[config.mk]
export PLATFORM = sky130hd
export DESIGN_NAME = fbpt_ctrl
export DESIGN_NICKNAME = d
export VERILOG_FILES = /design/src/hdl/fbpt_pkg.sv /design/src/hdl/fbpt_ctrl.sv
export SDC_FILE = /design/constraint.sdc
export NUM_CORES = 1
export LEC_CHECK = 0
export ABC_AREA = 1
export BUFFER_PORTS_ARGS = -buffer_cell sky130_fd_sc_hd__buf_4
export CORE_AREA = 3 3 40 42
export CTS_CLUSTER_SIZE = 12
export DETAILED_ROUTE_END_ITERATION = 10
export DIE_AREA = 0 0 43 45
export PLACE_DENSITY_LB_ADDON = 0.1
export RECOVER_POWER = 100
export SLEW_MARGIN = 0
export SYNTH_ARGS = -nofsm -noshare
export SYNTH_HDL_FRONTEND = slang
export SYNTH_SLANG_ARGS = --single-unit
[constraint.sdc]
create_clock -name clk -period 1.6 [get_ports clk]
set_clock_uncertainty 0.1 [all_clocks]
set_input_delay 0.32 -clock clk [delete_from_list [all_inputs] [get_ports clk]]
set_output_delay 0.32 -clock clk [all_outputs]
set_load 0.03 [all_outputs]
[src/hdl/fbpt_pkg.sv]
// Package for the frame buffer push transition block.
// Holds opcode and direction codes, item types and the controller/datapath command types.
package fbpt_pkg;

    typedef enum logic [1:0] {
        KIND_WR_SHOWN = 2'd0,
        KIND_WR_INCOMING = 2'd1,
        KIND_RD_SHOWN = 2'd2,
        KIND_STEP = 2'd3
    } kind_t;

    typedef enum logic [2:0] {
        DIR_UP2 = 3'd0,
        DIR_DOWN2 = 3'd1,
        DIR_LEFT2 = 3'd2,
        DIR_RIGHT2 = 3'd3,
        DIR_DOWN1 = 3'd4
    } dir_t;

    // input item and result item carried on the channels
    typedef struct packed {
        kind_t kind;
        logic [9:0] address;
        logic [7:0] data;
        logic [2:0] direction;
        logic [5:0] step;
    } req_t;

    typedef struct packed {
        logic [7:0] read_data;
        logic frame_ready;
    } rsp_t;

    // datapath command phases issued by the controller
    typedef enum logic [2:0] {
        CMD_NONE = 3'd0,
        CMD_HOST_WR_SHOWN = 3'd1,
        CMD_HOST_WR_INC = 3'd2,
        CMD_HOST_RD = 3'd3,
        CMD_SWEEP = 3'd4,
        CMD_CLEAR = 3'd5
    } cmd_t;

    typedef struct packed {
        cmd_t cmd;
        logic start;
    } ctrl_t;

    typedef struct packed {
        logic done;
    } stat_t;

endpackage

[src/hdl/fbpt_ctrl.sv]
// Controller: accepts items, sequences datapath commands, holds the result.
// Depends on fbpt_pkg.
module fbpt_ctrl (
    input logic clk,
    input logic rst_n,
    input logic in_valid,
    output logic in_ready,
    input logic [1:0] kind,
    input logic [2:0] direction,
    output fbpt_pkg::ctrl_t ctrl,
    input fbpt_pkg::stat_t stat,
    output logic out_valid,
    input logic out_ready,
    output logic frame_ready
);

    typedef enum logic [2:0] {
        S_CLEAR,
        S_IDLE,
        S_READ,
        S_SWEEP,
        S_DONE
    } state_t;

    state_t state_reg;
    logic out_valid_reg;
    logic frame_ready_reg;
    logic accept;
    logic valid_dir;

    // a new item waits while the previous result is still held
    assign in_ready = (state_reg == S_IDLE) && !out_valid_reg;
    assign accept = in_valid && in_ready;
    assign valid_dir = direction <= 3'(fbpt_pkg::DIR_DOWN1);

    always_comb
    begin
        ctrl.cmd = fbpt_pkg::CMD_NONE;
        ctrl.start = 1'b0;
        if (accept)
        begin
            unique case (kind)
                fbpt_pkg::KIND_WR_SHOWN: ctrl.cmd = fbpt_pkg::CMD_HOST_WR_SHOWN;
                fbpt_pkg::KIND_WR_INCOMING: ctrl.cmd = fbpt_pkg::CMD_HOST_WR_INC;
                fbpt_pkg::KIND_RD_SHOWN: ctrl.cmd = fbpt_pkg::CMD_HOST_RD;
                default:
                begin
                    ctrl.cmd = fbpt_pkg::CMD_SWEEP;
                    ctrl.start = valid_dir;
                end
            endcase
        end
    end

    always_ff @(posedge clk or negedge rst_n)
    begin
        if (!rst_n)
        begin
            state_reg <= S_CLEAR;
            out_valid_reg <= 1'b0;
            frame_ready_reg <= 1'b0;
        end
        else
        begin
            if (out_valid_reg && out_ready)
                out_valid_reg <= 1'b0;
            unique case (state_reg)
                S_CLEAR:
                    if (stat.done)
                        state_reg <= S_IDLE;
                S_IDLE:
                    if (accept)
                    begin
                        if (kind == fbpt_pkg::KIND_STEP && valid_dir)
                            state_reg <= S_SWEEP;
                        else if (kind == fbpt_pkg::KIND_RD_SHOWN)
                            state_reg <= S_READ;
                        else
                        begin
                            out_valid_reg <= 1'b1;
                            frame_ready_reg <= 1'b0;
                        end
                    end
                S_READ:
                begin
                    out_valid_reg <= 1'b1;
                    frame_ready_reg <= 1'b0;
                    state_reg <= S_IDLE;
                end
                S_SWEEP:
                    if (stat.done)
                        state_reg <= S_DONE;
                S_DONE:
                begin
                    out_valid_reg <= 1'b1;
                    frame_ready_reg <= 1'b1;
                    state_reg <= S_IDLE;
                end
                default:
                    state_reg <= S_IDLE;
            endcase
        end
    end

    assign out_valid = out_valid_reg;
    assign frame_ready = frame_ready_reg;

endmodule

=== Word level (Yosys, flattened, before mapping) ===
Index checks and enable logic that the tools add are counted.

* Register bits: 5
* Output and inout port bits: 7
* Word-level logic and storage cells: 47

* $lt $le $gt $ge: 1
* Equality and inequality tests: 13
* Mux-type cells: 18
* Reductions and logical operators: 12

{| class="wikitable"
|+ Operator list
! kind !! count
|-
| $pmux 3 s3 || 2
|-
| $mux 3 || 5
|-
| $ne 2x2->1 const B || 5
|-
| $mux 1 || 8
|-
| $reduce_and 4->1 || 2
|-
| $eq 3x2->1 const B || 2
|-
| $eq 2x2->1 const B || 2
|-
| $logic_and 1x1->1 || 4
|-
| $mux 4 || 1
|-
| $eq 3x1->1 const B || 1
|-
| $eq 3x3->1 const B || 1
|-
| $le 3x3->1 const B || 1
|-
| $logic_not 3->1 || 1
|-
| $ne 3x1->1 const B || 1
|-
| $pmux 1 s3 || 1
|-
| $reduce_bool 3->1 || 1
|-
| $reduce_or 3->1 || 1
|-
| $eq 2x1->1 const B || 1
|-
| $logic_not 2->1 || 1
|-
| $pmux 1 s2 || 1
|-
| $reduce_or 2->1 || 1
|-
| $logic_not 1->1 || 1
|}

=== Logic depth before layout (Yosys ltp) ===
* Word-level depth: 6
* Gate-level depth with buffers: 7

=== Worst setup path before layout ===
OpenSTA, ideal clock, no wires.

* Path kind: register -> output
* From: register out_valid_reg, in the netlist out_valid
* To: output ctrl[0] in the netlist's numbering
* Arrival: 1.637 ns
* Required time: 1.180 ns
* Slack: -0.457 ns
* Stages on the path, launching flop included: 4
* Buffers on the path: 0
* Cells stage by stage: dfrtp_1 nor3_2 nand2_2 nor2_1

{| class="wikitable"
|+ RTL lines
! element !! line !! text
|-
| start, declared || fbpt_ctrl.sv:26 || <nowiki>logic out_valid_reg;</nowiki>
|-
| start signal, assigned || fbpt_ctrl.sv:60 || <nowiki>out_valid_reg <= 1'b0;</nowiki>
|-
| start signal, assigned || fbpt_ctrl.sv:66 || <nowiki>out_valid_reg <= 1'b0;</nowiki>
|-
| start signal, assigned || fbpt_ctrl.sv:80 || <nowiki>out_valid_reg <= 1'b1;</nowiki>
|-
| end, declared || fbpt_ctrl.sv:10 || <nowiki>output fbpt_pkg::ctrl_t ctrl,</nowiki>
|}

==> results.md <==
- The remaining design rule violation count is 0.
- The die covers 1935 um2.
- The netlist area before placement is 410.4 um2.
- The data arrival at the endpoint of the critical path is 1280 ps.
- The power density normalized to cell area is 1261 nW/um2.
- The run finished, with violations left.
- In this run the worst setup path terminates at ctrl[0].
- The kind of end point of the critical path is an output pin.
- The data required time at the worst endpoint is around 1200 ps.
- The met3 track demand over resource is 0.06375.
- The share of post-route cells with drive strength above 1 is 0.4787.
- The worst flop-to-flop path endpoint is frame_ready.
- The slew at the pin closest to its max-slew limit is 284.8 ps.
- The net switching fraction of the power is 0.4405.
- The register with the most flip-flops in the layout has 3 of them.
- The share of total power dissipated in sequential elements is 0.217.
- The final reports fail on setup timing.
- The die is 45 um tall.
- The routed design has between 900 and 1000 um of wire.
- dfrtp_1 takes more of the synthesized area than any other cell.
- The I/O pin count is 17.
- In this run the clock root is driven by a clkbuf_4.
- In the finished design, the share of the clock period the worst path needs comes to 1.061.
- Across the run, the number of max-cap violations was 0.
- In this design, the critical path's most frequently occurring cell is nand2_4.
- The maximum number of pins on one net before global-route repair is 6.
- The mean post-synth cell area is 6.956 um2.
- The count of endpoints failing hold in the final timing report is 0.
- The number of max-slew violations in the final report is 0.
- Of the synthesized area, sequential elements account for 0.3049.
- The internal power of the cells totals 0.5307 mW.
- The post-synthesis to final-layout area growth is 83.23%.
- The number of cells on the worst reg-to-reg path is 7.
- After synthesis the netlist holds a flip-flop and latch count of 5.
- Counting every net in the synthesized netlist gives 73.
- The worst-path maximum fanout is 5.
- TritonCTS built the clock tree.
- The slowest stage of the critical path is the dfrtp_1 cell.
- The total number of placement rows is 13.
- The initial antenna violation count is 0.
- The number of buffers created by CTS is 3.
- The top-area cell type share of the netlist area is 0.3049.
- The instance count of the mapped netlist is 59.
- Static timing analysis puts the maximum clock frequency at 589.3 MHz.
- Ranked by total cell area, the synthesized netlist is headed by dfrtp_1 30%, ha_1 12%, nand2_1 12%, inv_1 9.1%, nand3_1 8.5%.
- The worst slew margin relative to its limit is 0.8101.
- During synthesis, Yosys emitted a total of 0 warnings.
- The via count of the first global-routing pass was 416.
- The antenna cell count is 0.
- The HPWL after detailed placement is 788.8 um.
- The number of vias after detailed routing is 473.
- The wire length of the first global-routing pass is 1614 um.
- The clock latency on the worst-skew pair is 240 ps.
- The net total in the final layout is 109.
- The number of buffer and inverter instances along the worst setup path is 2.
- Walking the worst path, the cells encountered are inv_2 > nand2_4 > nor3_4 > nand2_4 > nor2_4 > buf_6.
- Setup violations remaining at the end of the flow were counted as 4.
- Global routing finished with a remaining overflow of 0.
- STA classifies the critical path startpoint as a flop.
- The family of cells with the greatest summed delay on the critical path is simple AND/OR/NAND/NOR gates.
- The count of placed standard cells in the final layout, fillers left out is 109.
- For this design the static power due to leakage is 0.4113 nW.
- The share of total power dissipated in combinational logic is 0.631.
- The worst-case IR drop observed on VDD is 773.7 uV.
- The detail route stage leaves a number of antenna-violating nets equal to 0.
- CTS built an H-tree with a depth of 1.
- For this run, global-route usage on met1 was measured as 0.1293.
- After clock tree synthesis, the clock-pin slew on the worst setup and hold paths is 40 ps.
- Across all register-to-register paths, the minimum setup slack is 300 ps.
- The global-route total usage across every layer is 0.1145.
- Tracing the worst setup path back leads to its startpoint at state_reg[2].
- The initial core utilization is 0.3194.
- After detailed placement, the design holds a cell count of 99.
- Port buffering added 16 buffers.
- Summed over all nets, the switching power comes to 0.4178 mW.
- In the routed layout, each cell is associated on average with a via count of 4.339.
- The path length in cells of the critical path is 6.
- Setup repair after global routing could not meet its margin everywhere.
- The type of the setup path with the least slack is reg2out.
- The area of the core is 1285 um2.
- Routability-driven placement finished with a final weighted congestion of a little under 0.8.
- Measured along the x axis, the die boundary spans 43 um.
- Subtracting the final worst setup slack from the clock period gives 1697 ps.
- The count of different cell masters after synthesis is 17.
- The most utilized layer in the global route result is met2.
- The share of total power dissipated in the clock network is 0.152.
- Setup slack on the critical path of the routed design comes to -96.87 ps.
- For this block, the initial DRC count from the detailed router was 1.
- The tightest min-delay check is of the in2reg type.
- The startpoint identified for the worst register-to-register timing path is state_reg[1].
- The clock passes through at most 2 buffers.
- Adding up every negative setup slack in the final design gives -379.1 ps.
- The number of search-and-repair iterations in the first detailed-routing pass is 2.
- The total clock sinks is 5.
- In the final routed layout, each cell accounts on average for 8.716 um.
- The largest single stage delay on the critical path is approximately 380 ps.
- The met2 track utilization from global routing is 0.1856.
- The worst setup slack before clock tree synthesis is 19.19 ps.
## cells by family after synthesis
logic type | after synthesis | share of synthesized area
flops | 5 | 0.3049
buf+inv | 12 | 0.1098
compound gates | 7 | 0.1097
fa+ha+maj | 4 | 0.1220
simple gates | 31 | 0.3537
## Yosys cell counts
cell     number
inv_2         2
nand3_1       7
ha_1          4
o21ai_2       2
dfrtp_1       5
inv_1        10
a21oi_1       1
o21ai_1       1
nand4_1       1
o22ai_1       2
nand2_1      13
nor2_2        1
nor3_2        1
nor2_1        4
nand2_2       3
nor3_1        1
o21ai_0       1
## metal layers
layer,vias to the layer above,part of all wire
met5,-,0
met4,0,0
met3,0,0.10
met2,15,0.46
met1,203,0.44
li1,255,-
## worst min-delay path by stage
stage / start / to / slack, ps / depth (start not counted)
after floorplan: rst_n / frame_ready / -80 / 0
after global placement: rst_n / out_valid / 30 / 1
after detailed placement: rst_n / out_valid / 30 / 1
after CTS: out_ready / out_valid / 150 / 2
after global routing: out_ready / out_valid / 170 / 2
final: out_ready / out_valid / 160 / 2
## area by class of cell
class | count | area (um2)
Timing Repair Buffer | 31 | 250.2
Inverter | 12 | 45.04
Tap cell | 15 | 18.77
Sequential cell | 5 | 125.1
Fill cell | 119 | 533.0
Clock buffer | 4 | 26.28
Multi-Input combinational cell | 42 | 286.5
## power by group through the flow
stage / sequential [mW] / clock, mW / combinational, mW
finish: 0.206 / 0.144 / 0.599
global route: 0.211 / 0.161 / 0.658
CTS: 0.206 / 0.152 / 0.606
detailed placement: 0.203 / 0 / 0.546
global placement: 0.203 / 0 / 0.547
floorplan: 0.242 / 0 / 0.319
## through the flow
step	power [mW]	hold WS [ps]	area [um2]	util
detailed placement	0.7495	28.83	658.1	0.5122
floorplan	0.5614	-75.59	451.7	-
global placement	0.7500	31.04	658.1	0.5122
finish	0.9485	163.3	752.0	0.5852
CTS	0.9640	155.0	748.2	0.5823
global route	1.030	165.2	752.0	0.5852
## cell usage in the layout (no fill, tap or decap), drive strengths merged
cell,n
nand4,1
o21ai,4
buf,29
dlygate4sd3,1
o22ai,2
nor3,2
inv,12
nand3,7
dfrtp,5
clkbuf,5
nand2,16
nor2,5
ha,4
a21oi,1
## timing repair
action | CTS | global route
hold buffers | 1 | 0
resized for setup | 6 | 0
hold endpoints to repair | 5 | 0
pin swaps | 2 | 0
setup endpoints to repair | 5 | 5
setup buffers | 4 | 1
Note: power is estimated with default switching activity, not from simulation.
